$ cat config.mk
export PLATFORM = sky130hd
export DESIGN_NAME = tile_shelf_allocator_core_flat
export DESIGN_NICKNAME = d
export VERILOG_FILES = /design/src/rtl/core/tsa_pkg.sv /design/src/rtl/core/tsa_if.sv /design/src/rtl/core/tsa_front.sv /design/src/rtl/core/tsa_fifo.sv /design/src/rtl/core/tsa_div.sv /design/src/rtl/core/tsa_back.sv /design/src/rtl/core/tile_shelf_allocator_core.sv /design/src/flat_wrapper.sv
export SDC_FILE = /design/constraint.sdc
export NUM_CORES = 2
export LEC_CHECK = 0
export BUFFER_PORTS_ARGS = -buffer_cell sky130_fd_sc_hd__buf_2
export CORE_UTILIZATION = 55
export DETAILED_ROUTE_END_ITERATION = 8
export GPL_TIMING_DRIVEN = 0
export HOLD_SLACK_MARGIN = 0.15
export PLACE_DENSITY = 0.74
export SKIP_LAST_GASP = 1
export SYNTH_ARGS = -nofsm -noshare
export SYNTH_HDL_FRONTEND = slang
export SYNTH_SLANG_ARGS = --single-unit
$ cat constraint.sdc
create_clock -name clk_i -period 8.15 [get_ports clk_i]
set_clock_uncertainty 0.15 [all_clocks]
set_input_delay 1.63 -clock clk_i [delete_from_list [all_inputs] [get_ports clk_i]]
set_output_delay 1.63 -clock clk_i [all_outputs]
set_load 0.005 [all_outputs]
$ cat src/rtl/core/tsa_pkg.sv
// ----------------------------------------------------------------------------
// tsa_pkg
// Shared types and constants of the tile shelf allocator.
// ----------------------------------------------------------------------------
`timescale 1ns / 1ps

package tsa_pkg;

  localparam int unsigned ORIGIN_W      = 31;
  localparam int unsigned RECT_W        = 16;
  localparam int unsigned SHIFT_W       = 32;
  localparam int unsigned TILE_W        = 11;
  localparam int unsigned STORE_W       = 30;
  localparam int unsigned STATE_W       = 31;
  localparam int unsigned CFG_IDX_W     = 3;
  localparam int unsigned CFG_DATA_W    = 30;
  localparam int unsigned SIZE_BITS_DEF = 16;
  localparam int unsigned QUEUE_DEPTH   = 2;

  localparam logic [TILE_W-1:0]  TILE_WIDTH_RESET  = 11'd128;
  localparam logic [TILE_W-1:0]  TILE_HEIGHT_RESET = 11'd64;
  localparam logic [STORE_W-1:0] STORE_RESET       = '1;
  localparam logic [STATE_W-1:0] START_ROW_RESET   = 31'd20000;

  typedef enum logic [CFG_IDX_W-1:0] {
    CFG_TILE_WIDTH   = 3'd0,
    CFG_TILE_HEIGHT  = 3'd1,
    CFG_STORE_WIDTH  = 3'd2,
    CFG_STORE_HEIGHT = 3'd3,
    CFG_START_ROW    = 3'd4
  } cfg_idx_e;

  typedef struct packed {
    logic [TILE_W-1:0]  tile_w;
    logic [TILE_W-1:0]  tile_h;
    logic [STORE_W-1:0] store_w;
    logic [STORE_W-1:0] store_h;
  } tsa_cfg_t;

  typedef struct packed {
    logic signed [ORIGIN_W-1:0] origin_x;
    logic signed [ORIGIN_W-1:0] origin_y;
    logic [RECT_W-1:0]          size_w_m1;
    logic [RECT_W-1:0]          size_h_m1;
  } tsa_job_t;

endpackage

$ cat src/rtl/core/tsa_if.sv
// ----------------------------------------------------------------------------
// tsa_req_if / tsa_rsp_if
// Valid/ready channels for allocation requests and results.
// ----------------------------------------------------------------------------
`timescale 1ns / 1ps

interface tsa_req_if import tsa_pkg::*; ();
  logic                       valid;
  logic                       ready;
  logic signed [ORIGIN_W-1:0] origin_x;
  logic signed [ORIGIN_W-1:0] origin_y;
  logic [RECT_W-1:0]          rect_width;
  logic [RECT_W-1:0]          rect_height;

  modport source (output valid, origin_x, origin_y, rect_width, rect_height, input ready);
  modport sink (input valid, origin_x, origin_y, rect_width, rect_height, output ready);
endinterface

interface tsa_rsp_if import tsa_pkg::*; ();
  logic                      valid;
  logic                      ready;
  logic                      granted;
  logic                      too_wide;
  logic signed [SHIFT_W-1:0] shift_x;
  logic signed [SHIFT_W-1:0] shift_y;

  modport source (output valid, granted, too_wide, shift_x, shift_y, input ready);
  modport sink (input valid, granted, too_wide, shift_x, shift_y, output ready);
endinterface

$ cat src/rtl/core/tsa_front.sv
// ----------------------------------------------------------------------------
// tsa_front
// Request intake: masks and normalizes sizes and registers one beat.
// ----------------------------------------------------------------------------
`timescale 1ns / 1ps

module tsa_front import tsa_pkg::*; #(
  parameter int unsigned SIZE_BITS = SIZE_BITS_DEF
) (
  input  logic      clk_i,
  input  logic      rst_ni,
  tsa_req_if.sink   req_i,
  output logic      job_valid_o,
  input  logic      job_ready_i,
  output tsa_job_t  job_o
);

  localparam int unsigned DW = (SIZE_BITS < RECT_W) ? SIZE_BITS : RECT_W;

  logic           vld_q;
  tsa_job_t       job_q, job_d;
  logic [DW-1:0]  w_m, h_m;

  assign w_m = req_i.rect_width[DW-1:0];
  assign h_m = req_i.rect_height[DW-1:0];

  // zero size acts as size one, so size minus one is zero
  always_comb begin
    job_d.origin_x  = req_i.origin_x;
    job_d.origin_y  = req_i.origin_y;
    job_d.size_w_m1 = (w_m == '0) ? '0 : RECT_W'(w_m) - RECT_W'(1);
    job_d.size_h_m1 = (h_m == '0) ? '0 : RECT_W'(h_m) - RECT_W'(1);
  end

  assign req_i.ready = !vld_q || job_ready_i;
  assign job_valid_o = vld_q;
  assign job_o       = job_q;

  always_ff @(posedge clk_i or negedge rst_ni) begin
    if (!rst_ni) begin
      vld_q <= 1'b0;
    end else if (req_i.ready) begin
      vld_q <= req_i.valid;
    end
  end

  always_ff @(posedge clk_i) begin
    if (req_i.valid && req_i.ready) begin
      job_q <= job_d;
    end
  end

endmodule

$ cat src/rtl/core/tsa_fifo.sv
// ----------------------------------------------------------------------------
// tsa_fifo
// Short job queue between intake and allocation engine.
// ----------------------------------------------------------------------------
`timescale 1ns / 1ps

module tsa_fifo import tsa_pkg::*; (
  input  logic     clk_i,
  input  logic     rst_ni,
  input  logic     in_valid_i,
  output logic     in_ready_o,
  input  tsa_job_t in_data_i,
  output logic     out_valid_o,
  input  logic     out_ready_i,
  output tsa_job_t out_data_o
);

  localparam int unsigned PW = (QUEUE_DEPTH > 1) ? $clog2(QUEUE_DEPTH) : 1;
  localparam int unsigned CW = $clog2(QUEUE_DEPTH + 1);

  tsa_job_t        mem_q [QUEUE_DEPTH];
  logic [PW-1:0]   wr_ptr_q, rd_ptr_q;
  logic [CW-1:0]   cnt_q;
  logic            push, pop;

  assign in_ready_o  = (cnt_q != CW'(QUEUE_DEPTH));
  assign out_valid_o = (cnt_q != '0);
  assign out_data_o  = mem_q[rd_ptr_q];
  assign push        = in_valid_i && in_ready_o;
  assign pop         = out_valid_o && out_ready_i;

  always_ff @(posedge clk_i or negedge rst_ni) begin
    if (!rst_ni) begin
      wr_ptr_q <= '0;
      rd_ptr_q <= '0;
      cnt_q    <= '0;
    end else begin
      if (push) begin
        wr_ptr_q <= (wr_ptr_q == PW'(QUEUE_DEPTH - 1)) ? '0 : wr_ptr_q + PW'(1);
      end
      if (pop) begin
        rd_ptr_q <= (rd_ptr_q == PW'(QUEUE_DEPTH - 1)) ? '0 : rd_ptr_q + PW'(1);
      end
      if (push && !pop) begin
        cnt_q <= cnt_q + CW'(1);
      end else if (pop && !push) begin
        cnt_q <= cnt_q - CW'(1);
      end
    end
  end

  always_ff @(posedge clk_i) begin
    if (push) begin
      mem_q[wr_ptr_q] <= in_data_i;
    end
  end

endmodule

$ cat src/rtl/core/tsa_div.sv
// ----------------------------------------------------------------------------
// tsa_div
// Radix-2 restoring divider, one quotient bit per cycle.
// ----------------------------------------------------------------------------
`timescale 1ns / 1ps

module tsa_div import tsa_pkg::*; #(
  parameter int unsigned DW = SIZE_BITS_DEF
) (
  input  logic              clk_i,
  input  logic              rst_ni,
  input  logic              start_i,
  input  logic [DW-1:0]     dividend_i,
  input  logic [TILE_W-1:0] divisor_i,
  output logic              done_o,
  output logic [DW-1:0]     quotient_o
);

  localparam int unsigned CW = $clog2(DW + 1);

  logic              busy_q, done_q;
  logic [CW-1:0]     cnt_q;
  logic [TILE_W-1:0] rem_q, dvs_q;
  logic [DW-1:0]     quo_q;
  logic [TILE_W:0]   rem_sh, diff;
  logic              ge;

  assign rem_sh = {rem_q, quo_q[DW-1]};
  assign diff   = rem_sh - {1'b0, dvs_q};
  assign ge     = !diff[TILE_W];

  assign done_o     = done_q;
  assign quotient_o = quo_q;

  always_ff @(posedge clk_i or negedge rst_ni) begin
    if (!rst_ni) begin
      busy_q <= 1'b0;
      done_q <= 1'b0;
      cnt_q  <= '0;
    end else begin
      done_q <= 1'b0;
      if (start_i) begin
        busy_q <= 1'b1;
        cnt_q  <= CW'(DW);
      end else if (busy_q) begin
        cnt_q <= cnt_q - CW'(1);
        if (cnt_q == CW'(1)) begin
          busy_q <= 1'b0;
          done_q <= 1'b1;
        end
      end
    end
  end

  always_ff @(posedge clk_i) begin
    if (start_i) begin
      rem_q <= '0;
      quo_q <= dividend_i;
      dvs_q <= divisor_i;
    end else if (busy_q) begin
      rem_q <= ge ? diff[TILE_W-1:0] : rem_sh[TILE_W-1:0];
      quo_q <= {quo_q[DW-2:0], ge};
    end
  end

endmodule

$ cat src/rtl/core/tsa_back.sv
// ----------------------------------------------------------------------------
// tsa_back
// Allocation engine: tile rounding, shelf decision, result register.
// ----------------------------------------------------------------------------
`timescale 1ns / 1ps

module tsa_back import tsa_pkg::*; #(
  parameter int unsigned SIZE_BITS = SIZE_BITS_DEF
) (
  input  logic      clk_i,
  input  logic      rst_ni,
  input  tsa_cfg_t  cfg_i,
  input  logic      job_valid_i,
  output logic      job_ready_o,
  input  tsa_job_t  job_i,
  tsa_rsp_if.source rsp_o
);

  localparam int unsigned DW     = (SIZE_BITS < RECT_W) ? SIZE_BITS : RECT_W;
  localparam int unsigned NEED_W = DW + 1 + TILE_W;
  localparam int unsigned SUM_W  = ((NEED_W > STATE_W) ? NEED_W : STATE_W) + 2;

  typedef enum logic [2:0] {
    ST_IDLE,
    ST_DIV_W,
    ST_DIV_H,
    ST_MUL,
    ST_SUM,
    ST_DONE
  } state_e;

  state_e              state_q;
  tsa_job_t            job_q;
  logic [DW-1:0]       qw_q;
  logic [NEED_W-1:0]   need_w_q, need_h_q;
  logic [SUM_W-1:0]    sum_rh_q, sum_cw_q, row_sh_q;
  logic                wide_q;
  logic [STATE_W-1:0]  col_q, row_q, shelf_q;
  logic                out_vld_q, out_grant_q, out_wide_q;
  logic [SHIFT_W-1:0]  out_sx_q, out_sy_q;

  logic [TILE_W-1:0]   tw_eff, th_eff;
  logic                div_start, div_done;
  logic [DW-1:0]       div_dvd, div_quo;
  logic [TILE_W-1:0]   div_dvs;
  logic [DW:0]         qw2, qh2;
  logic [NEED_W-1:0]   mul_w, mul_h;
  logic [SUM_W-1:0]    new_rh, place_row;
  logic                fit_cur, fit_row, fit_new, ok, new_shelf, slot_free;
  logic [STATE_W-1:0]  place_col;
  logic [SHIFT_W-1:0]  ox_ext, oy_ext, shift_x, shift_y;

  assign tw_eff = (cfg_i.tile_w == '0) ? TILE_W'(1) : cfg_i.tile_w;
  assign th_eff = (cfg_i.tile_h == '0) ? TILE_W'(1) : cfg_i.tile_h;

  assign job_ready_o = (state_q == ST_IDLE);

  // width pass first, height pass on its done
  always_comb begin
    div_start = 1'b0;
    div_dvd   = job_i.size_w_m1[DW-1:0];
    div_dvs   = tw_eff;
    if (state_q == ST_IDLE) begin
      div_start = job_valid_i;
    end else if (state_q == ST_DIV_W) begin
      div_start = div_done;
      div_dvd   = job_q.size_h_m1[DW-1:0];
      div_dvs   = th_eff;
    end
  end

  tsa_div #(
    .DW(DW)
  ) u_div (
    .clk_i      (clk_i),
    .rst_ni     (rst_ni),
    .start_i    (div_start),
    .dividend_i (div_dvd),
    .divisor_i  (div_dvs),
    .done_o     (div_done),
    .quotient_o (div_quo)
  );

  assign qw2   = {1'b0, qw_q} + (DW+1)'(2);
  assign qh2   = {1'b0, div_quo} + (DW+1)'(2);
  assign mul_w = NEED_W'(qw2) * NEED_W'(tw_eff);
  assign mul_h = NEED_W'(qh2) * NEED_W'(th_eff);

  assign new_rh    = row_sh_q + SUM_W'(need_h_q);
  assign fit_cur   = !(sum_rh_q > SUM_W'(cfg_i.store_h));
  assign fit_row   = !(sum_cw_q > SUM_W'(cfg_i.store_w));
  assign fit_new   = !(new_rh > SUM_W'(cfg_i.store_h));
  assign ok        = fit_cur && (fit_row || fit_new);
  assign new_shelf = !fit_row;
  assign place_col = new_shelf ? '0 : col_q;
  assign place_row = new_shelf ? row_sh_q : SUM_W'(row_q);

  assign ox_ext  = {job_q.origin_x[ORIGIN_W-1], job_q.origin_x};
  assign oy_ext  = {job_q.origin_y[ORIGIN_W-1], job_q.origin_y};
  assign shift_x = SHIFT_W'(place_col) - ox_ext;
  assign shift_y = SHIFT_W'(place_row) - oy_ext;

  assign slot_free = !out_vld_q || rsp_o.ready;

  assign rsp_o.valid    = out_vld_q;
  assign rsp_o.granted  = out_grant_q;
  assign rsp_o.too_wide = out_wide_q;
  assign rsp_o.shift_x  = out_sx_q;
  assign rsp_o.shift_y  = out_sy_q;

  always_ff @(posedge clk_i or negedge rst_ni) begin
    if (!rst_ni) begin
      state_q     <= ST_IDLE;
      job_q       <= '0;
      qw_q        <= '0;
      need_w_q    <= '0;
      need_h_q    <= '0;
      sum_rh_q    <= '0;
      sum_cw_q    <= '0;
      row_sh_q    <= '0;
      wide_q      <= 1'b0;
      col_q       <= '0;
      row_q       <= START_ROW_RESET;
      shelf_q     <= '0;
      out_vld_q   <= 1'b0;
      out_grant_q <= 1'b0;
      out_wide_q  <= 1'b0;
      out_sx_q    <= '0;
      out_sy_q    <= '0;
    end else begin
      if (rsp_o.ready) begin
        out_vld_q <= 1'b0;
      end
      case (state_q)
        ST_IDLE: begin
          if (job_valid_i) begin
            job_q   <= job_i;
            state_q <= ST_DIV_W;
          end
        end
        ST_DIV_W: begin
          if (div_done) begin
            qw_q    <= div_quo;
            state_q <= ST_DIV_H;
          end
        end
        ST_DIV_H: begin
          if (div_done) begin
            state_q <= ST_MUL;
          end
        end
        ST_MUL: begin
          need_w_q <= mul_w;
          need_h_q <= mul_h;
          state_q  <= ST_SUM;
        end
        ST_SUM: begin
          sum_rh_q <= SUM_W'(row_q) + SUM_W'(need_h_q);
          sum_cw_q <= SUM_W'(col_q) + SUM_W'(need_w_q);
          row_sh_q <= SUM_W'(row_q) + SUM_W'(shelf_q);
          wide_q   <= SUM_W'(need_w_q) > SUM_W'(cfg_i.store_w);
          state_q  <= ST_DONE;
        end
        ST_DONE: begin
          if (slot_free) begin
            out_vld_q   <= 1'b1;
            out_grant_q <= ok;
            out_wide_q  <= wide_q;
            out_sx_q    <= ok ? shift_x : '0;
            out_sy_q    <= ok ? shift_y : '0;
            if (ok) begin
              row_q <= STATE_W'(place_row);
              if (new_shelf) begin
                col_q   <= STATE_W'(need_w_q);
                shelf_q <= STATE_W'(need_h_q);
              end else begin
                col_q <= STATE_W'(sum_cw_q);
                if (SUM_W'(shelf_q) < SUM_W'(need_h_q)) begin
                  shelf_q <= STATE_W'(need_h_q);
                end
              end
            end
            state_q <= ST_IDLE;
          end
        end
        default: begin
          state_q <= ST_IDLE;
        end
      endcase
    end
  end

endmodule

$ cat src/rtl/core/tile_shelf_allocator_core.sv
// ----------------------------------------------------------------------------
// tile_shelf_allocator_core
// Shelf packing allocator for rectangles in a large tiled store.
//
//   channel  dir  handshake     beat
//   req_i    in   valid/ready   origin_x, origin_y, rect_width, rect_height
//   rsp_o    out  valid/ready   granted, too_wide, shift_x, shift_y
//   cfg      in   cfg_we_i      cfg_idx_i, cfg_data_i
//
// One request at a time in the engine; its time there is set by the shared
// bit-serial divider, run once for width and once for height, followed by
// the multiply, sum and decision states. Intake register plus a two-entry
// queue take new beats while the engine works; the result register holds
// a beat until taken, stalling the engine. Reset is asynchronous, active
// low; row starts at 20000.
// ----------------------------------------------------------------------------
`timescale 1ns / 1ps

module tile_shelf_allocator_core import tsa_pkg::*; #(
  parameter int unsigned SIZE_BITS = SIZE_BITS_DEF
) (
  input  logic                  clk_i,
  input  logic                  rst_ni,
  input  logic                  cfg_we_i,
  input  logic [CFG_IDX_W-1:0]  cfg_idx_i,
  input  logic [CFG_DATA_W-1:0] cfg_data_i,
  tsa_req_if.sink               req_i,
  tsa_rsp_if.source             rsp_o
);

  tsa_cfg_t cfg_q;
  logic     fr_valid, fr_ready, q_valid, q_ready;
  tsa_job_t fr_job, q_job;

  // start_row only reaches the row cursor through reset, which restores it
  always_ff @(posedge clk_i or negedge rst_ni) begin
    if (!rst_ni) begin
      cfg_q.tile_w  <= TILE_WIDTH_RESET;
      cfg_q.tile_h  <= TILE_HEIGHT_RESET;
      cfg_q.store_w <= STORE_RESET;
      cfg_q.store_h <= STORE_RESET;
    end else if (cfg_we_i) begin
      case (cfg_idx_i)
        CFG_TILE_WIDTH:   cfg_q.tile_w  <= cfg_data_i[TILE_W-1:0];
        CFG_TILE_HEIGHT:  cfg_q.tile_h  <= cfg_data_i[TILE_W-1:0];
        CFG_STORE_WIDTH:  cfg_q.store_w <= cfg_data_i[STORE_W-1:0];
        CFG_STORE_HEIGHT: cfg_q.store_h <= cfg_data_i[STORE_W-1:0];
        default: begin
        end
      endcase
    end
  end

  tsa_front #(
    .SIZE_BITS(SIZE_BITS)
  ) u_front (
    .clk_i       (clk_i),
    .rst_ni      (rst_ni),
    .req_i       (req_i),
    .job_valid_o (fr_valid),
    .job_ready_i (fr_ready),
    .job_o       (fr_job)
  );

  tsa_fifo u_fifo (
    .clk_i       (clk_i),
    .rst_ni      (rst_ni),
    .in_valid_i  (fr_valid),
    .in_ready_o  (fr_ready),
    .in_data_i   (fr_job),
    .out_valid_o (q_valid),
    .out_ready_i (q_ready),
    .out_data_o  (q_job)
  );

  tsa_back #(
    .SIZE_BITS(SIZE_BITS)
  ) u_back (
    .clk_i       (clk_i),
    .rst_ni      (rst_ni),
    .cfg_i       (cfg_q),
    .job_valid_i (q_valid),
    .job_ready_o (q_ready),
    .job_i       (q_job),
    .rsp_o       (rsp_o)
  );

endmodule
$ cat src/flat_wrapper.sv
// flat-port wrapper written by rule: the top's interface ports become plain ports
module tile_shelf_allocator_core_flat import tsa_pkg::*;
#(
  parameter int unsigned SIZE_BITS = SIZE_BITS_DEF
)
  (clk_i, rst_ni, cfg_we_i, cfg_idx_i, cfg_data_i, req_i_valid, req_i_origin_x, req_i_origin_y, req_i_rect_width, req_i_rect_height, req_i_ready, rsp_o_valid, rsp_o_granted, rsp_o_too_wide, rsp_o_shift_x, rsp_o_shift_y, rsp_o_ready);
  tsa_req_if req_i_i ();
  tsa_rsp_if rsp_o_i ();
  input  logic clk_i;
  input  logic rst_ni;
  input  logic cfg_we_i;
  input  logic [CFG_IDX_W-1:0] cfg_idx_i;
  input  logic [CFG_DATA_W-1:0] cfg_data_i;
  input wire logic [$bits(req_i_i.valid)-1:0] req_i_valid;
  input wire logic [$bits(req_i_i.origin_x)-1:0] req_i_origin_x;
  input wire logic [$bits(req_i_i.origin_y)-1:0] req_i_origin_y;
  input wire logic [$bits(req_i_i.rect_width)-1:0] req_i_rect_width;
  input wire logic [$bits(req_i_i.rect_height)-1:0] req_i_rect_height;
  output wire logic [$bits(req_i_i.ready)-1:0] req_i_ready;
  output wire logic [$bits(rsp_o_i.valid)-1:0] rsp_o_valid;
  output wire logic [$bits(rsp_o_i.granted)-1:0] rsp_o_granted;
  output wire logic [$bits(rsp_o_i.too_wide)-1:0] rsp_o_too_wide;
  output wire logic [$bits(rsp_o_i.shift_x)-1:0] rsp_o_shift_x;
  output wire logic [$bits(rsp_o_i.shift_y)-1:0] rsp_o_shift_y;
  input wire logic [$bits(rsp_o_i.ready)-1:0] rsp_o_ready;
  assign req_i_i.valid = req_i_valid;
  assign req_i_i.origin_x = req_i_origin_x;
  assign req_i_i.origin_y = req_i_origin_y;
  assign req_i_i.rect_width = req_i_rect_width;
  assign req_i_i.rect_height = req_i_rect_height;
  assign req_i_ready = req_i_i.ready;
  assign rsp_o_valid = rsp_o_i.valid;
  assign rsp_o_granted = rsp_o_i.granted;
  assign rsp_o_too_wide = rsp_o_i.too_wide;
  assign rsp_o_shift_x = rsp_o_i.shift_x;
  assign rsp_o_shift_y = rsp_o_i.shift_y;
  assign rsp_o_i.ready = rsp_o_ready;
  tile_shelf_allocator_core #(.SIZE_BITS(SIZE_BITS)) u_core (.clk_i(clk_i), .rst_ni(rst_ni), .cfg_we_i(cfg_we_i), .cfg_idx_i(cfg_idx_i), .cfg_data_i(cfg_data_i), .req_i(req_i_i), .rsp_o(rsp_o_i));
endmodule
==> impl_results.md <==
- Dpl cells: 7039
- Most frequent CP cell: fa_1
- Critical path type: reg -> reg
- Drt pass-1 iters: 8
- Final hold violation count: 0
- Number of synthesized flops with an enable pin: 309
- CTS tree: done
- Leading cell type in the layout, fill and taps excluded: nand2_1
- Post-synth cell types: 88
- Height of the chip: 320 µm
- Vias in the first global route: 41800
- Latest clock arrival within the worst-skew pair: 670 ps
- P&R area growth vs syn: 10.5%
- Post-synthesis compound-gate area fraction: 0.123
- Setup crit end kind: register
- Post-route cell area: 0.0616 mm²
- Commonest non-fill, non-tap cells in the layout: nand2_1, inv_1, ha_1, dfrtp_1, o21ai_0
- Max-slew headroom: 0.149
- Post-CTS Setup Bufs: 0
- DIE WIDTH: 320 µm
- DRC Markers: 0
- Syn avg cell area: 10.2 µm²
- Clk pin slew, worst setup/hold paths: 60 ps
- Root Buffer: clkbuf_16
- Crit path buffers/inverters: 4
- Crit path largest cell delay: 600 ps
- Total grt overflow: 0
- I/O pin cnt: 200
- ANT cells: 0
- RSZ-0062 raised after global routing: yes
- Synth Register Bits: 821
- Status: finished clean
- Cells after Synth: 5472
- Routed vias/inst: 5.85
- Via count: 42100
- Syn. warnings: 0
- Fmax: 0.129 GHz
- Main combinational cell family by area after synthesis: adder cells
- Number of max-cap violations: 0
- Clk buf depth: 3
- GRT Util Overall: 0.302
- Xor/xnor share of the synthesized area: 0.0383
- CP top delay family: adder cells
- Origin of the worst setup path: u_core.u_back.u_div.quotient_o[5]
- Hold path startpoint: u_core.u_front.job_o[22]
- Synth Area in Adders: 0.204
- Total wire length: 154000 µm
- Final HPWL DP: 121000 µm
- Placer congestion estimate: 1.03
- Core Area: 0.100 mm²
- Placed Area: 0.0587 mm²
- CTS Buf Count: 85
- Syn_nets: 6348
- Tcrit/Tclk final: 0.950
- WP data required: 8520 ps
- H-Tree Depth: 3
- Die area: 0.103 mm²
- Arr. time, crit path: 8120 ps
- First-pass GRT wire length: 239000 µm
- Setup TNS: 0 ps
- Post-route non-filler standard cell count: 7199
- Reg-to-reg setup timing slack: 410 ps
- CP Launch Type: register
- Leading register cell type out of synthesis: dfrtp_1
- Largest net degree at the start of global routing: 123
- Initial DRC Count: 3932
- Worst-path fanout max: 10
- Mux contribution to synthesized area: 0.0560
- Synthesized area: 0.0558 mm²
- Simple-gate share of the synthesized area: 0.129
- FP Rows: 116
- I/O Buffers: 199
- Pins Over Slew Limit: 0
- Hold Worst Slack: 282 ps
- Post-route ant nets: 0
- Final min period: 7740 ps
- Seq/Total Area, Yosys: 0.397
- Initial Util: 0.556
- Final setup vio count: 0
- Initial antenna violation count: 3
- Average wire per standard cell: 21.4 µm
- Share of cells above drive strength 1: 0.107
- Synth async-reset ratio: 0.610
- R2r startpoint: u_core.u_back.u_div.quotient_o[5]
- HP Class: reg -> reg
- CP max-delay cell: edfxtp_1
- Layout Nets: 6645
- Clk sink count: 821
- Worst-Margin Slew: 1280 ps
==> registers in the layout, summed over array words and instances (netlist names), 32 cells and up <==
signal and flops:
u_core.cfg_q 82, u_core.u_back.job_q 78, u_core.u_back.row_sh_q 32, u_core.u_back.rsp_o.shift_x 32, u_core.u_back.rsp_o.shift_y 32, u_core.u_back.sum_cw_q 32
u_core.u_back.sum_rh_q 32, u_core.u_fifo.mem_q 188, u_core.u_front.job_o 94
==> final timing paths <==
kind / end / cells past startpoint
setup / recovery: u_core.u_back.need_h_q[25] / 26
hold / removal: u_core.u_fifo.mem_q[0][22] / 0
setup reg to reg: u_core.u_back.need_h_q[25] / 26
hold reg to reg: u_core.u_fifo.mem_q[0][22] / 0
max in group asynchronous: u_core.cfg_q[78] / 3
min in group asynchronous: u_core.u_back.job_q[53] / 1
==> worst register-to-register path: stages, from the launching register on <==
cell      delay [ps]
edfxtp_1         600
nand3_1          220
or2_2            350
nor2_1           160
nand2_1           90
xnor2_1          310
clkbuf_1         470
nand2_1          150
fa_1             480
fa_1             530
inv_1             50
fa_1             460
fa_1             540
inv_1             50
fa_1             520
inv_1             40
ha_1             360
a21oi_1          170
o22ai_1           80
nor2_1           120
o21ai_0          110
a311o_1          340
a41oi_1          340
o21ai_0          190
o41ai_1          360
xor2_1           260
o21ai_0          100
==> what timing repair did <==
item,CTS,global route
resized for setup,1,9
gates cloned,0,0
setup endpoints to repair,1,3
hold buffers,0,0
==> final cells by class <==
type                       instances  area, µm²
buffer                           216        880
clock buffer                     129       2430
clock inverter                    31        395
fill                            8240      38700
inverter                         552       2070
multi-input combinational       3883      30700
sequential                       821      22100
tap                             1357       1700
timing repair buffer             210       1270
==> layer usage <==
metal,wire length [µm],vias to the layer above,track usage
li1,-,19400,-
met1,65300,20700,0.412
met2,68800,1631,0.472
met3,11900,348,0.0503
met4,7860,0,0.139
met5,0,-,0
==> synth_stat cells, types with 31 or more instances <==
library cell / n / share of area
nand3_1: 64 / 0.0057
nor3_1: 65 / 0.0058
nand4_1: 38 / 0.0043
mux2_2: 154 / 0.031
ha_1: 469 / 0.11
nand2b_1: 58 / 0.0065
o21ai_0: 364 / 0.033
clkbuf_1: 181 / 0.012
o21bai_1: 31 / 0.0042
mux2i_1: 110 / 0.020
nor2b_1: 82 / 0.0092
inv_1: 552 / 0.037
and2_1: 198 / 0.022
fa_1: 275 / 0.099
dfrtp_1: 434 / 0.19
a21o_1: 106 / 0.014
nand2_1: 605 / 0.041
o21a_1: 45 / 0.0061
xor2_1: 105 / 0.016
dfstp_2: 67 / 0.032
and3_1: 64 / 0.0072
xnor2_1: 139 / 0.022
a21oi_1: 301 / 0.027
nor2_1: 248 / 0.017
edfxtp_1: 309 / 0.17
==> metrics by stage <==
stage	utilization	setup slack, ps
final	0.614	408
after global placement	0.583	-4980
after floorplan	-	1530
after detailed placement	0.586	-132
after global routing	0.614	-67.5
after CTS	0.614	62.2
==> kinds of logic after synthesis <==
| logic type | Yosys count |
|---|---|
| DFF | 821 |
| adders and majority gates | 744 |
| xor gates and xnor gates | 244 |
| AOI/OAI and AO/OA | 1108 |
| muxes | 283 |
| and+or+nand+nor | 1504 |
| buffers and inverters | 768 |
Power is not shown: default switching activity piles up to over one toggle a cycle in this logic, so the estimate is an artifact.
